$ cat config.mk
export PLATFORM = sky130hd
export DESIGN_NAME = tls_u16_list_ext_member_check
export DESIGN_NICKNAME = d
export VERILOG_FILES = /design/src/rtl/u16lx_pkg.sv /design/src/rtl/u16lx_parse.sv /design/src/rtl/tls_u16_list_ext_member_check.sv
export SDC_FILE = /design/constraint.sdc
export NUM_CORES = 1
export LEC_CHECK = 0
export ABC_AREA = 1
export BUFFER_PORTS_ARGS = -buffer_cell sky130_fd_sc_hd__buf_2
export CAP_MARGIN = 40
export CORE_ASPECT_RATIO = 1.1
export CORE_MARGIN = 1
export CORE_UTILIZATION = 40
export CTS_BUF_LIST = sky130_fd_sc_hd__clkbuf_8
export CTS_CLUSTER_SIZE = 28
export DETAILED_ROUTE_END_ITERATION = 7
export GPL_TIMING_DRIVEN = 0
export HOLD_SLACK_MARGIN = 0.08
export PLACE_DENSITY = 0.63
export SLEW_MARGIN = 30
export SYNTH_ARGS = -nofsm -noshare
export SYNTH_HDL_FRONTEND = slang
export SYNTH_SLANG_ARGS = --single-unit
export TNS_END_PERCENT = 1
$ cat constraint.sdc
create_clock -name clk_i -period 4.5 [get_ports clk_i]
set_input_delay 0.9 -clock clk_i [delete_from_list [all_inputs] [get_ports clk_i]]
set_output_delay 0.9 -clock clk_i [all_outputs]
set_load 0.1 [all_outputs]
$ cat src/rtl/u16lx_pkg.sv
`timescale 1ns / 1ps
// ----------------------------------------------------------------------------
// u16lx_pkg
// Shared types and constants for the TLS u16 list extension member check.
// ----------------------------------------------------------------------------
package u16lx_pkg;

  localparam int unsigned PosW     = 17;
  localparam int unsigned CodeW    = 16;
  localparam int unsigned ByteW    = 8;
  localparam int unsigned CfgIdxW  = 2;

  localparam logic [PosW-1:0]  PosMax       = {PosW{1'b1}};
  localparam logic [PosW-1:0]  HeaderBytes  = 17'd6;
  localparam logic [PosW-1:0]  TypeLenBytes = 17'd4;
  localparam logic [PosW-1:0]  ListLenBytes = 17'd2;
  localparam logic [PosW-1:0]  PosTypeLo    = 17'd1;
  localparam logic [PosW-1:0]  PosDataLenLo = 17'd3;
  localparam logic [PosW-1:0]  PosListLenLo = 17'd5;

  localparam logic [CodeW-1:0] ExtTypeReset    = 16'd13;
  localparam logic [CodeW-1:0] WantedCodeReset = 16'd0;

  typedef enum logic [CfgIdxW-1:0] {
    CFG_EXT_TYPE    = 2'd0,
    CFG_WANTED_CODE = 2'd1
  } cfg_idx_e;

  typedef struct packed {
    logic contains;
    logic well_formed;
  } result_t;

endpackage

$ cat src/rtl/u16lx_parse.sv
`timescale 1ns / 1ps
// ----------------------------------------------------------------------------
// u16lx_parse
// Byte-wise framing tracker and list search; yields a result on the last byte.
// ----------------------------------------------------------------------------
module u16lx_parse (
  input  logic                          clk_i,
  input  logic                          rst_ni,
  input  logic                          accept_i,
  input  logic [u16lx_pkg::ByteW-1:0]   data_byte_i,
  input  logic                          last_byte_i,
  input  logic [u16lx_pkg::CodeW-1:0]   ext_type_i,
  input  logic [u16lx_pkg::CodeW-1:0]   wanted_code_i,
  output logic                          res_valid_o,
  output u16lx_pkg::result_t            res_o
);

  logic [u16lx_pkg::PosW-1:0]  pos_q, pos_d;
  logic                        type_ok_q, type_ok_d;
  logic [u16lx_pkg::CodeW-1:0] data_len_q, data_len_d;
  logic [u16lx_pkg::CodeW-1:0] list_len_q, list_len_d;
  logic [u16lx_pkg::ByteW-1:0] high_q, high_d;
  logic                        found_q, found_d;

  logic [u16lx_pkg::CodeW-1:0] word;
  logic [u16lx_pkg::PosW-1:0]  body_off;
  logic [u16lx_pkg::PosW-1:0]  data_need;
  logic [u16lx_pkg::PosW-1:0]  list_plus;
  logic                        wf;

  assign word      = {high_q, data_byte_i};
  assign body_off  = pos_q - u16lx_pkg::HeaderBytes;

  always_comb begin
    pos_d      = pos_q;
    type_ok_d  = type_ok_q;
    data_len_d = data_len_q;
    list_len_d = list_len_q;
    high_d     = high_q;
    found_d    = found_q;
    if (!pos_q[0]) begin
      high_d = data_byte_i;
    end else if (pos_q == u16lx_pkg::PosTypeLo) begin
      type_ok_d = (word == ext_type_i);
    end else if (pos_q == u16lx_pkg::PosDataLenLo) begin
      data_len_d = word;
    end else if (pos_q == u16lx_pkg::PosListLenLo) begin
      list_len_d = word;
    end else if (body_off[u16lx_pkg::PosW-1:1] < {1'b0, list_len_q[u16lx_pkg::CodeW-1:1]}) begin
      if (word == wanted_code_i) begin
        found_d = 1'b1;
      end
    end
    if (pos_q != u16lx_pkg::PosMax) begin
      pos_d = pos_q + 17'd1;
    end
  end

  assign data_need = {1'b0, data_len_d} + u16lx_pkg::TypeLenBytes;
  assign list_plus = {1'b0, list_len_d} + u16lx_pkg::ListLenBytes;
  assign wf = (pos_d >= u16lx_pkg::HeaderBytes) && type_ok_d && (data_need <= pos_d)
              && ({1'b0, data_len_d} == list_plus) && !list_len_d[0];

  assign res_valid_o       = accept_i && last_byte_i;
  assign res_o.well_formed = wf;
  assign res_o.contains    = wf && found_d;

  always_ff @(posedge clk_i or negedge rst_ni) begin
    if (!rst_ni) begin
      pos_q      <= '0;
      type_ok_q  <= 1'b0;
      data_len_q <= '0;
      list_len_q <= '0;
      high_q     <= '0;
      found_q    <= 1'b0;
    end else if (accept_i) begin
      if (last_byte_i) begin
        pos_q      <= '0;
        type_ok_q  <= 1'b0;
        data_len_q <= '0;
        list_len_q <= '0;
        high_q     <= '0;
        found_q    <= 1'b0;
      end else begin
        pos_q      <= pos_d;
        type_ok_q  <= type_ok_d;
        data_len_q <= data_len_d;
        list_len_q <= list_len_d;
        high_q     <= high_d;
        found_q    <= found_d;
      end
    end
  end

endmodule

$ cat src/rtl/tls_u16_list_ext_member_check.sv
`timescale 1ns / 1ps
// ----------------------------------------------------------------------------
// tls_u16_list_ext_member_check
// Streams one TLS extension a byte at a time and reports whether it is well
// framed and lists the wanted 16-bit code.
//
//   channel  | handshake              | payload
//   ---------+------------------------+------------------------------------
//   in       | in_valid_i/in_stall_o  | data_byte_i, last_byte_i
//   out      | out_valid_o/out_stall_i| contains_o, well_formed_o
//   cfg      | cfg_valid_i/cfg_ready_o| cfg_index_i, cfg_data_i
//
// One byte is taken every cycle unless in_stall_o is high; a last byte's
// result goes to the output register, or to the skid stage if that is held.
// A one-entry skid stage behind the output register lets input run on while
// a result waits; input stalls only once both hold results.
// Reset clears the stream state and sets ext_type to 13, wanted_code to 0.
// ----------------------------------------------------------------------------
module tls_u16_list_ext_member_check (
  input  logic                            clk_i,
  input  logic                            rst_ni,
  input  logic                            in_valid_i,
  output logic                            in_stall_o,
  input  logic [u16lx_pkg::ByteW-1:0]     data_byte_i,
  input  logic                            last_byte_i,
  output logic                            out_valid_o,
  input  logic                            out_stall_i,
  output logic                            contains_o,
  output logic                            well_formed_o,
  input  logic                            cfg_valid_i,
  output logic                            cfg_ready_o,
  input  logic [u16lx_pkg::CfgIdxW-1:0]   cfg_index_i,
  input  logic [u16lx_pkg::CodeW-1:0]     cfg_data_i
);

  logic [u16lx_pkg::CodeW-1:0] ext_type_q;
  logic [u16lx_pkg::CodeW-1:0] wanted_code_q;

  logic               accept;
  logic               res_valid;
  u16lx_pkg::result_t res;

  logic               out_valid_q, out_valid_d;
  logic               skid_valid_q, skid_valid_d;
  u16lx_pkg::result_t out_q, out_d;
  u16lx_pkg::result_t skid_q, skid_d;

  assign cfg_ready_o = 1'b1;
  assign in_stall_o  = skid_valid_q;
  assign accept      = in_valid_i && !in_stall_o;

  always_ff @(posedge clk_i or negedge rst_ni) begin
    if (!rst_ni) begin
      ext_type_q    <= u16lx_pkg::ExtTypeReset;
      wanted_code_q <= u16lx_pkg::WantedCodeReset;
    end else if (cfg_valid_i && cfg_ready_o) begin
      case (u16lx_pkg::cfg_idx_e'(cfg_index_i))
        u16lx_pkg::CFG_EXT_TYPE:    ext_type_q    <= cfg_data_i;
        u16lx_pkg::CFG_WANTED_CODE: wanted_code_q <= cfg_data_i;
        default: ;
      endcase
    end
  end

  u16lx_parse u_parse (
    .clk_i         (clk_i),
    .rst_ni        (rst_ni),
    .accept_i      (accept),
    .data_byte_i   (data_byte_i),
    .last_byte_i   (last_byte_i),
    .ext_type_i    (ext_type_q),
    .wanted_code_i (wanted_code_q),
    .res_valid_o   (res_valid),
    .res_o         (res)
  );

  // advance output register, park in skid when it is held
  always_comb begin
    out_valid_d  = out_valid_q;
    out_d        = out_q;
    skid_valid_d = skid_valid_q;
    skid_d       = skid_q;
    if (!out_valid_q || !out_stall_i) begin
      if (skid_valid_q) begin
        out_valid_d  = 1'b1;
        out_d        = skid_q;
        skid_valid_d = 1'b0;
      end else begin
        out_valid_d = res_valid;
        out_d       = res;
      end
    end else if (res_valid) begin
      skid_valid_d = 1'b1;
      skid_d       = res;
    end
  end

  always_ff @(posedge clk_i or negedge rst_ni) begin
    if (!rst_ni) begin
      out_valid_q  <= 1'b0;
      skid_valid_q <= 1'b0;
    end else begin
      out_valid_q  <= out_valid_d;
      skid_valid_q <= skid_valid_d;
    end
  end

  always_ff @(posedge clk_i) begin
    out_q  <= out_d;
    skid_q <= skid_d;
  end

  assign out_valid_o   = out_valid_q;
  assign contains_o    = out_q.contains;
  assign well_formed_o = out_q.well_formed;

endmodule

==> results.md, run 1 <==
- Switching power total: 0.795 mW
- Core Area: 17700 um2
- Final Max Tran Viols: 0
- Yosys top cell by area: dfrtp_1
- ANT cells: 0
- CP Launch Type: flop
- Final Net Count: 1147
- Vias: a little under 7000
- Number of global-route vias before repair: 6464
- Post-Route WL: 21.0 mm
- Net Count, Synth: 1081
- Setup Crit Path Kind: reg2reg
- FF+latch count, synth: 97
- Clock-pin slew on the worst setup and hold paths: 120 ps
- Main synth FF type: dfrtp_1
- Reg2reg start: u_parse.pos_q[1]
- EDFF count, synth: 4
- Hold WC Path Type: in2async
- Post-synth ARST share: 95.9%
- Die Height: about 140 um
- DP HPWL: ~16 mm
- Top cell by count, worst path: inv_2
- Placed Cells: 1286
- Internal cell power: 1.43 mW
- First-pass GRT wire length: about 34 mm
- Outcome: finished, violations left
- Total die area: 18700 um2
- CP arrival: 4990 ps
- Synth cell types: 48
- Cell Count, Final, Fillers Out: 1322
- Clk pwr share: approximately 28%
- Period minus WS final: 4740 ps
- Synth-to-Final Area Change: 14.1%
- Synth top area cells: dfrtp_1, nand2_1, inv_1
- Worst VDD drop: 0.172 mV
- DRC viols: 0
- Largest net degree at the start of global routing: 63
- Violated checks: setup timing
- Crit-path max cell delay: approximately 440 ps
- Relative max-transition margin: roughly half
- # rows: between 50 and 60
- Die width: 131 um
- Syn. warnings: 0
- Sequential Power Share: about 45%
- Clock Skew: about 23 ps
- Initial DRC count: 486
- Share of post-route cells with drive strength above 1: 17.0%
- Ports: 37
- Total track usage: a little under a quarter
- Final Total Pwr: 2.23 mW
- Antenna Violating Nets Remaining: 0
- Slowest CP cell: dfrtp_1
- Sw frac: 35.7%
- Final setup TNS: -735 ps
- Hold Vio Cnt, Final: 0
- Crit path max fanout: 4
- Pwr per Cell Area: 269 nW/um2
- # port buffers: 34
- Most frequent cell after synthesis: nand2_1
- CTS Buf Count: 9
- Initial antenna violation count: 0
- Maximum clock frequency: 0.211 GHz
- Fill count: 1870
- Clock latency on the worst-skew pair: 400 ps
- DRT Pass-1 Iters: 6
- CTS Buffer Depth: 2
- Top cell type's share of synthesized area: 31.0%
- Area of the mapped netlist: 7270 um2
- Gate power share: between 20% and 30%
- Routed length per instance: 15.9 um
- Synth Area per Inst: 7.18 um2
- Critical path endpoint category: flop
- Root Driver: clkbuf_8
- Reg-to-reg endpoint: contains_o
- Final setup viols: 4
- Final worst setup slack: -243 ps
- CTS tree: yes
- Tcrit/Tclk final: 105%
- Worst R2R Setup Slack: -240 ps
- Most frequent cells after synthesis: nand2_1, inv_1, dfrtp_1, nor2_1, o21ai_0
- CTS Sinks: 97
- Gr ovfl total: 0
- Max cap viols: 0
- Routed vias/inst: 5.08
- CTS H-tree depth: 3
- Post-synthesis cell count: between 1000 and 1500
- Sequential-to-total area share from yosys stat: 33.7%
- LEAKAGE: approximately 4.2 nW
- Starting Density: 41.0%
- WP data required: 4740 ps
- RSZ-0062 raised after global routing: true
- Register-to-Register Path Depth: 37
- Worst-margin pin slew: 727 ps
- Routability cong.: between 0.9 and 1
[registers in the layout (all words and copies together) (netlist names)]
name,count
contains_o,1
ext_type_q,16
in_stall_o,1
out_valid_o,1
skid_q,2
u_parse.data_len_q,16
u_parse.found_q,1
u_parse.high_q,8
u_parse.list_len_q,16
u_parse.pos_q,17
u_parse.type_ok_q,1
wanted_code_q,16
well_formed_o,1
[cells in the final DEF, fill, tap and decap left out, types with 15 or more instances in the layout]
cell type,n
ha_1,32
nand2_2,15
buf_4,22
xor2_1,40
buf_2,35
nor2_1,65
inv_1,144
o22ai_1,46
a21oi_1,18
dfrtp_1,87
clkbuf_1,15
nand2_1,264
nand3_1,45
o21ai_0,65
[stage by stage]
stage	utilization, %	setup slack (ps)	cell area (um2)	hold slack, ps
detailed placement	43.8	-648	7770	476
finish	46.8	-243	8300	377
floorplan	-	269	7270	453
CTS	46.0	-302	8160	389
global placement	43.6	-642	7740	471
global route	46.8	-593	8300	395
[kinds of logic after synthesis]
kind of cell / synth area share, %
other: 0.0516
XOR/XNOR: 5.78
AO/OA/AOI/OAI: 12.9
buffers and inverters: 11.1
adder cells (fa/ha/maj): 6.19
flip-flops: 33.7
AND/OR/NAND/NOR: 30.3
[final cells by class]
type | instances | area [um2] | area share, %
well taps | 238 | 298 | 3.59
inverters | 162 | 624 | 7.53
flip-flops and latches | 97 | 2450 | 29.6
clock buffers | 10 | 138 | 1.66
multi-input cells | 723 | 4170 | 50.2
repair buffers | 55 | 358 | 4.31
plain buffers | 31 | 194 | 2.34
clock inverters | 6 | 65.1 | 0.784
[critical path, delay by kind of cell (launching register included)]
kind | cells | cell delay [ps]
compound gates | 3 | 300
buf+inv | 8 | 630
simple gates | 23 | 2600
fa+ha+maj | 3 | 600
flops | 1 | 440
[power by group through the flow]
stage | Sequential [mW] | Combinational, mW | Clock [mW]
2_1_floorplan | 1.03 | 0.348 | 0
3_3_place_gp | 1.02 | 0.517 | 0
3_5_place_dp | 1.02 | 0.526 | 0
4_1_cts | 1.01 | 0.566 | 0.644
5_1_grt | 1.02 | 0.660 | 0.673
6_report | 1.01 | 0.589 | 0.633
[worst max-delay path by stage]
stage                          start  slack (ps)       endpoint
finish              u_parse.pos_q[1]        -240     contains_o
global route        u_parse.pos_q[1]        -590     contains_o
CTS                 u_parse.pos_q[1]        -300     contains_o
detailed placement  u_parse.pos_q[1]        -650  well_formed_o
global placement    u_parse.pos_q[1]        -640     contains_o
floorplan           u_parse.pos_q[1]         270     contains_o
[timing repair]
item                       in CTS  in global routing
gates cloned                    0                  0
setup endpoints to repair       4                  4
resized for setup              26                 21
hold buffers                    0                  0
setup buffers                  12                  8
pin swaps                      19                 27
[routing by layer]
metal / part of all wire [%] / track usage, %
met5: 0 / 0
met1: 44 / 30.4
met4: 2.7 / 9.80
met2: 49 / 40.4
met3: 4.4 / 3.43
Power figures use the tool's default switching activity.
==> run 2, diff against run 1 <==
- HOLD_SLACK_MARGIN: 0.08 -> not set
- SYNTH_HIERARCHICAL: not set -> 1
==> run 2 against run 1 <==
Against the previous run:
- the run now ends clean
- die area grew 0.56%
- clock skew shrank 8.0 ps
- combinational power shrank 8.3%
- clock power grew 6.3%
- synthesized cell count is the same
- largest power group unchanged
- highest routed layer unchanged
==> results.md, run 2 <==
- Synth-to-Final Area Change: 17.7% (was 14.1%)
- CTS Buffer Depth: 2 (unchanged)
- # rows: 51 (unchanged)
- Placed Cells: 1285 (was 1286)
- CP arrival: 4740 ps (was 4990 ps)
- Gr ovfl total: 0 (unchanged)
- Worst-margin pin slew: 757 ps (was 727 ps)
- Post-synth ARST share: 95.9% (unchanged)
- Commonest cells after routing, fill and taps aside: nand2_1, inv_1, dfrtp_1 (unchanged)
- Maximum clock frequency: 0.222 GHz (was 0.211 GHz)
- DRT Pass-1 Iters: 5 (was 6)
- Root Driver: clkbuf_8 (unchanged)
- Pwr per Cell Area: 258 nW/um2 (was 269 nW/um2)
- Vias: 6862 (was 6722)
- Final Max Tran Viols: 0 (unchanged)
- CP Launch Type: flop (unchanged)
- Yosys top cell by area: dfrtp_1 (unchanged)
- Crit path max fanout: 9 (was 4)
- Share of post-route cells with drive strength above 1: 19.8% (was 17.0%)
- Final Core Density: 48.4% (was 46.8%)
- LEAKAGE: 4.40 nW (was 4.20 nW)
- Main synth FF type: dfrtp_1 (unchanged)
- Max cap viols: 0 (unchanged)
- Hold_buf cts: 0 (unchanged)
- Critical path endpoint category: flop (unchanged)
- Worst VDD drop: 0.170 mV (was 0.172 mV)
- DRC viols: 0 (unchanged)
- Synth top area cells: dfrtp_1, nand2_1, inv_1 (unchanged)
- Number of global-route vias before repair: 6559 (was 6464)
- Sequential-to-total area share from yosys stat: 33.5% (was 33.7%)
- Post-synthesis cell count: 1013 (unchanged)
- Total die area: 18800 um2 (was 18700 um2)
- Syn. warnings: 6 (was 0)
- FF+latch count, synth: 97 (unchanged)
- Hold WC Path Type: in2async (unchanged)
- Clock Skew: 15.0 ps (was 23.0 ps)
- CTS Sinks: 97 (unchanged)
- Routed length per instance: 15.8 um (was 15.9 um)
- RSZ-0062 raised after global routing: true (unchanged)
- Largest net degree at the start of global routing: 55 (was 63)
- Routed vias/inst: 5.14 (was 5.08)
- Slowest CP cell: dfrtp_1 (unchanged)
- Most common cell after layout, fill and taps aside: nand2_1 (unchanged)
- Most frequent cell after synthesis: nand2_1 (unchanged)
- CTS H-tree depth: 3 (unchanged)
- Most frequent cells after synthesis: nand2_1, inv_1, dfrtp_1, nor2_1, nand3_1 (was nand2_1, inv_1, dfrtp_1, nor2_1, o21ai_0)
- Routability cong.: 0.927 (was 0.953)
- Area of the mapped netlist: 7310 um2 (was 7270 um2)
- Final setup viols: 0 (was 4)
- EDFF count, synth: 4 (unchanged)
- Worst path bufs/invs: 6 (was 8)
- Net Count, Synth: 1081 (unchanged)
- Post-Route WL: 21.1 mm (was 21.0 mm)
- Relative max-transition margin: 49.5% (was 51.0%)
- Initial DRC count: 422 (was 486)
- Setup Crit Path Kind: reg2reg (unchanged)
- Tcrit/Tclk final: 99.9% (was 105%)
- Hold Vio Cnt, Final: 0 (unchanged)
- Period minus WS final: 4500 ps (was 4740 ps)
- WP data required: 4740 ps (about the same)
- Top cell type's share of synthesized area: 30.8% (was 31.0%)
- First-pass GRT wire length: 33.6 mm (about the same)
- Total track usage: 23.8% (was 23.9%)
- ANT cells: 0 (unchanged)
- Antenna Violating Nets Remaining: 0 (unchanged)
- Cell Count, Final, Fillers Out: 1334 (was 1322)
- Clock-pin slew on the worst setup and hold paths: 110 ps (was 120 ps)
- Die Height: 144 um (was 143 um)
- Outcome: finished clean (was finished, violations left)
- Ports: 37 (unchanged)
- # port buffers: 33 (was 34)
- DP HPWL: 16.1 mm (was 16.0 mm)
- Synth cell types: 47 (was 48)
- Largest register FFs: 17 (unchanged)
- Core Area: 17800 um2 (was 17700 um2)
- Biggest register: u_parse/pos_q (was u_parse.pos_q)
- Delay-heaviest family, CP: simple AND/OR/NAND/NOR gates (unchanged)
- Crit-path max cell delay: 380 ps (was 440 ps)
- CTS Buf Count: 9 (unchanged)
- Initial antenna violation count: 0 (unchanged)
- CTS tree: yes (unchanged)
- Clock latency on the worst-skew pair: 400 ps (about the same)
- Die width: 131 um (about the same)
- Synth Area per Inst: 7.22 um2 (was 7.18 um2)
- Starting Density: 41.1% (was 41.0%)
- Final Net Count: 1159 (was 1147)
[run 2: cell count changes after synthesis, moves of 8 or more]
cell     before  now
nand2_1     266  288
nor3_1       15    7
o21ai_0      66   35
inv_1       153  144
nand4_1      13   33
[run 2: where the power goes]
part           switching (mW)  leakage [nW]  internal, mW
logic                   0.352          3.01         0.188
clock network           0.342         0.118         0.332
registers              0.0601          1.27         0.947
[run 2: logic make-up (layout without fill, tap and decap cells)]
logic type               count (synthesis)  count (layout)  share of synthesized area, %
AO/OA/AOI/OAI                          124             124                          9.75
other                                    1               1                        0.0513
XOR/XNOR                                59              59                          7.46
buffers and inverters                  185             268                          10.8
adder cells (fa/ha/maj)                 36              36                          6.16
flip-flops                              97              97                          33.5
AND/OR/NAND/NOR                        511             511                          32.2
[run 2: worst register-to-register path, delay by kind of cell, from the launching register on]
kind / cells / cell delay (ps)
flip-flops: 1 / 380
AND/OR/NAND/NOR: 20 / 2220
buffers and inverters: 6 / 640
AO/OA/AOI/OAI: 4 / 650
XOR/XNOR: 1 / 190
adder cells (fa/ha/maj): 1 / 270
[run 2: cell type report]
type                            instances  area, um2
Inverter                              150        566
Buffer                                 33        229
Clock inverter                          6       90.1
Sequential cell                        97       2460
Fill cell                            1740       9190
Multi-Input combinational cell        731       4360
Timing Repair Buffer                   69        478
Tap cell                              238        298
Clock buffer                           10        138
[run 2: path summary, 6_finish.rpt]
| kind | startpoint | end | slack, ps | cells past startpoint |
|---|---|---|---|---|
| worst max-delay path | u_parse/pos_q[12] | well_formed_o | 5 | 32 |
| worst min-delay path | rst_ni | u_parse/pos_q[3] | 400 | 1 |
| worst max register to register | u_parse/pos_q[12] | well_formed_o | 5 | 32 |
| worst min register to register | ext_type_q[2] | ext_type_q[2] | 490 | 2 |
| max in group asynchronous | rst_ni | ext_type_q[0] | 3420 | 2 |
| min in group clk_i | ext_type_q[2] | ext_type_q[2] | 490 | 2 |
[run 2: routing by layer]
metal  part of all wire, %  global-route usage (%)  vias up
met2                    48                    40.1      204
met4                   4.9                    12.8        0
met3                   4.8                    2.64       60
li1                      -                       -     3415
met1                    42                    29.6     3183
met5                     0                       0        -
[run 2: through the flow]
stage	worst slack (ps)	hold slack [ps]	setup TNS, ps	power (mW)	instance area [um2]
after floorplan	350	442	0	1.35	7310
after global placement	-717	456	-2470	1.50	7780
after detailed placement	-786	459	-2610	1.51	7810
after CTS	-223	413	-465	2.20	8310
after global routing	-252	433	-632	2.34	8610
final	4.50	399	0	2.22	8610
[run 2: repair_timing]
item / 4_1_cts / 5_1_grt
endpoints found under the setup margin: 4 / 4
pin swaps: 31 / 26
gates resized for setup: 31 / 53
setup buffers: 24 / 11
==> run 3, diff against run 2 <==
- CTS_CLUSTER_DIAMETER: not set -> 100
- PLACE_DENSITY: 0.63 -> not set
- PLACE_DENSITY_LB_ADDON: not set -> 0.3
==> run 3 against run 2 <==
Against the previous run:
- the run now ends with setup timing left
- hold slack better by 17 ps
- clock power hardly changed
- global-route usage is 0.26 points lower
- power is 0.35% lower
- non-clock buffer count is 21 lower
- via count is 2.0% lower
- fmax is 1.7% lower
- sequential power hardly changed
- count of clock-buffer cells in the layout stayed put
- cell area is 3.0% lower
- sequential cell count stayed put
- largest power group unchanged
==> results.md, run 3 (same netlist as run 2, synthesis figures left out) <==
- CTS tree: yes (unchanged)
- Worst VDD drop: 0.168 mV (was 0.170 mV)
- WHS: 415 ps (was 399 ps)
- Slowest CP cell: dfrtp_2 (was dfrtp_1)
- Initial antenna violation count: 0 (unchanged)
- Final setup viols: 2 (was 0)
- Routability cong.: 0.970 (was 0.927)
- Relative max-transition margin: 54.3% (was 49.5%)
- Crit-path max cell delay: 450 ps (was 380 ps)
- Root Driver: clkbuf_8 (unchanged)
- Antenna Violating Nets Remaining: 0 (unchanged)
- CP Launch Type: flop (unchanged)
- Biggest register: u_parse/pos_q (unchanged)
- Vias: 6722 (was 6862)
- Delay-heaviest family, CP: simple AND/OR/NAND/NOR gates (unchanged)
- DRC viols: 0 (unchanged)
- Die Height: 144 um (unchanged)
- Final Total Pwr: 2.21 mW (was 2.22 mW)
- Clock Skew: 12.5 ps (was 15.0 ps)
- Worst path bufs/invs: 5 (was 6)
- Gr ovfl total: 0 (unchanged)
- Clock-pin slew on the worst setup and hold paths: 110 ps (about the same)
- CTS Buffer Depth: 2 (unchanged)
- Hold Vio Cnt, Final: 0 (unchanged)
- Dpl cell area: 7810 um2 (unchanged)
- Tcrit/Tclk final: 102% (was 99.9%)
- CTS Sinks: 97 (unchanged)
- Ports: 37 (unchanged)
- Routed vias/inst: 5.12 (was 5.14)
- Largest net degree at the start of global routing: 50 (was 55)
- LEAKAGE: 4.26 nW (was 4.40 nW)
- Top cell by count, worst path: nand2_1
- Crit path max fanout: 4 (was 9)
- # rows: 51 (unchanged)
- Critical path endpoint category: flop (unchanged)
- Routed length per instance: 15.9 um (was 15.8 um)
- Die width: 131 um (unchanged)
- Setup Crit Path Kind: reg2reg (unchanged)
- Final worst setup slack: -72.1 ps (was 4.50 ps)
- Core Area: 17800 um2 (unchanged)
- Synth-to-Final Area Change: 14.2% (was 17.7%)
- Hold_buf cts: 0 (unchanged)
- ANT cells: 0 (unchanged)
- Initial DRC count: 440 (was 422)
- Worst-margin pin slew: 685 ps (was 757 ps)
- Max cap viols: 0 (unchanged)
- First-pass GRT wire length: 33.1 mm (was 33.6 mm)
- Maximum clock frequency: 0.219 GHz (was 0.222 GHz)
- Fin area: 8350 um2 (was 8610 um2)
- Commonest cells after routing, fill and taps aside: nand2_1, inv_1, dfrtp_1 (unchanged)
- Share of post-route cells with drive strength above 1: 17.6% (was 19.8%)
- Starting Density: 41.1% (unchanged)
- Hold WC Path Type: in2async (unchanged)
- CP arrival: 4810 ps (was 4740 ps)
- Total die area: 18800 um2 (unchanged)
- Post-Route WL: 20.8 mm (was 21.1 mm)
- Final Net Count: 1138 (was 1159)
- RSZ-0062 raised after global routing: true (unchanged)
- Total track usage: 23.5% (was 23.8%)
- Pwr per Cell Area: 265 nW/um2 (was 258 nW/um2)
- DP HPWL: 16.0 mm (was 16.1 mm)
- # port buffers: 33 (unchanged)
- Largest register FFs: 17 (unchanged)
- Final Max Tran Viols: 0 (unchanged)
- DRT Pass-1 Iters: 5 (unchanged)
- Violated checks: setup timing
- CTS H-tree depth: 3 (unchanged)
- WP data required: 4740 ps (about the same)
- CTS Buf Count: 9 (unchanged)
- Period minus WS final: 4570 ps (was 4500 ps)
- Outcome: finished, violations left (was finished clean)
- Most common cell after layout, fill and taps aside: nand2_1 (unchanged)
- Number of global-route vias before repair: 6375 (was 6559)
- Clock latency on the worst-skew pair: 390 ps (was 400 ps)
## run 3: cell type report
class	count	area (um2)
fill	1785	9450
multi-input combinational	731	4260
sequential	97	2460
inverter	150	566
timing repair buffer	48	304
tap	238	298
buffer	33	240
clock buffer	10	138
clock inverter	6	88.8
## run 3: metal layers
layer | up-vias | wire, um | share of wire (%) | GRT usage (%)
met2 | 212 | 10200 | 49 | 40.7
met1 | 3098 | 9000 | 43 | 29.6
li1 | 3370 | - | - | -
met5 | - | 0 | 0 | 0
met3 | 42 | 980 | 4.7 | 2.38
met4 | 0 | 660 | 3.2 | 9.92
## run 3: report_power, final
part	switching (mW)	total (mW)	internal [mW]
Combinational	0.345	0.530	0.185
Clock	0.344	0.675	0.331
Sequential	0.0604	1.01	0.947
## run 3: repair_timing
action,in CTS,in global routing
setup buffers,9,5
pin swaps,28,27
gates cloned,0,0
endpoints found under the setup margin,4,4
resized for setup,36,37
## run 3: final timing paths
check,startpoint,endpoint,slack [ps],cells after the start
min reg2reg,wanted_code_q[8],wanted_code_q[8],480,2
min in group clk_i,wanted_code_q[8],wanted_code_q[8],480,2
min,rst_ni,u_parse/pos_q[3],420,1
max reg2reg,u_parse/pos_q[0],well_formed_o,-70,36
max,u_parse/pos_q[0],well_formed_o,-70,36
max in group asynchronous,rst_ni,ext_type_q[0],3430,2
## run 3: metrics by stage
| step | worst slack [ps] | cells | TNS (ps) | util (%) |
|---|---|---|---|---|
| 3_3_place_gp | -692 | 1284 | -2360 | 43.7 |
| 5_1_grt | -370 | 1313 | -1040 | 46.9 |
| 4_1_cts | -229 | 1308 | -538 | 46.1 |
| 3_5_place_dp | -894 | 1285 | -2910 | 43.9 |
| 6_report | -72.1 | 1313 | -123 | 46.9 |
| 2_1_floorplan | 350 | 1013 | 0 | - |
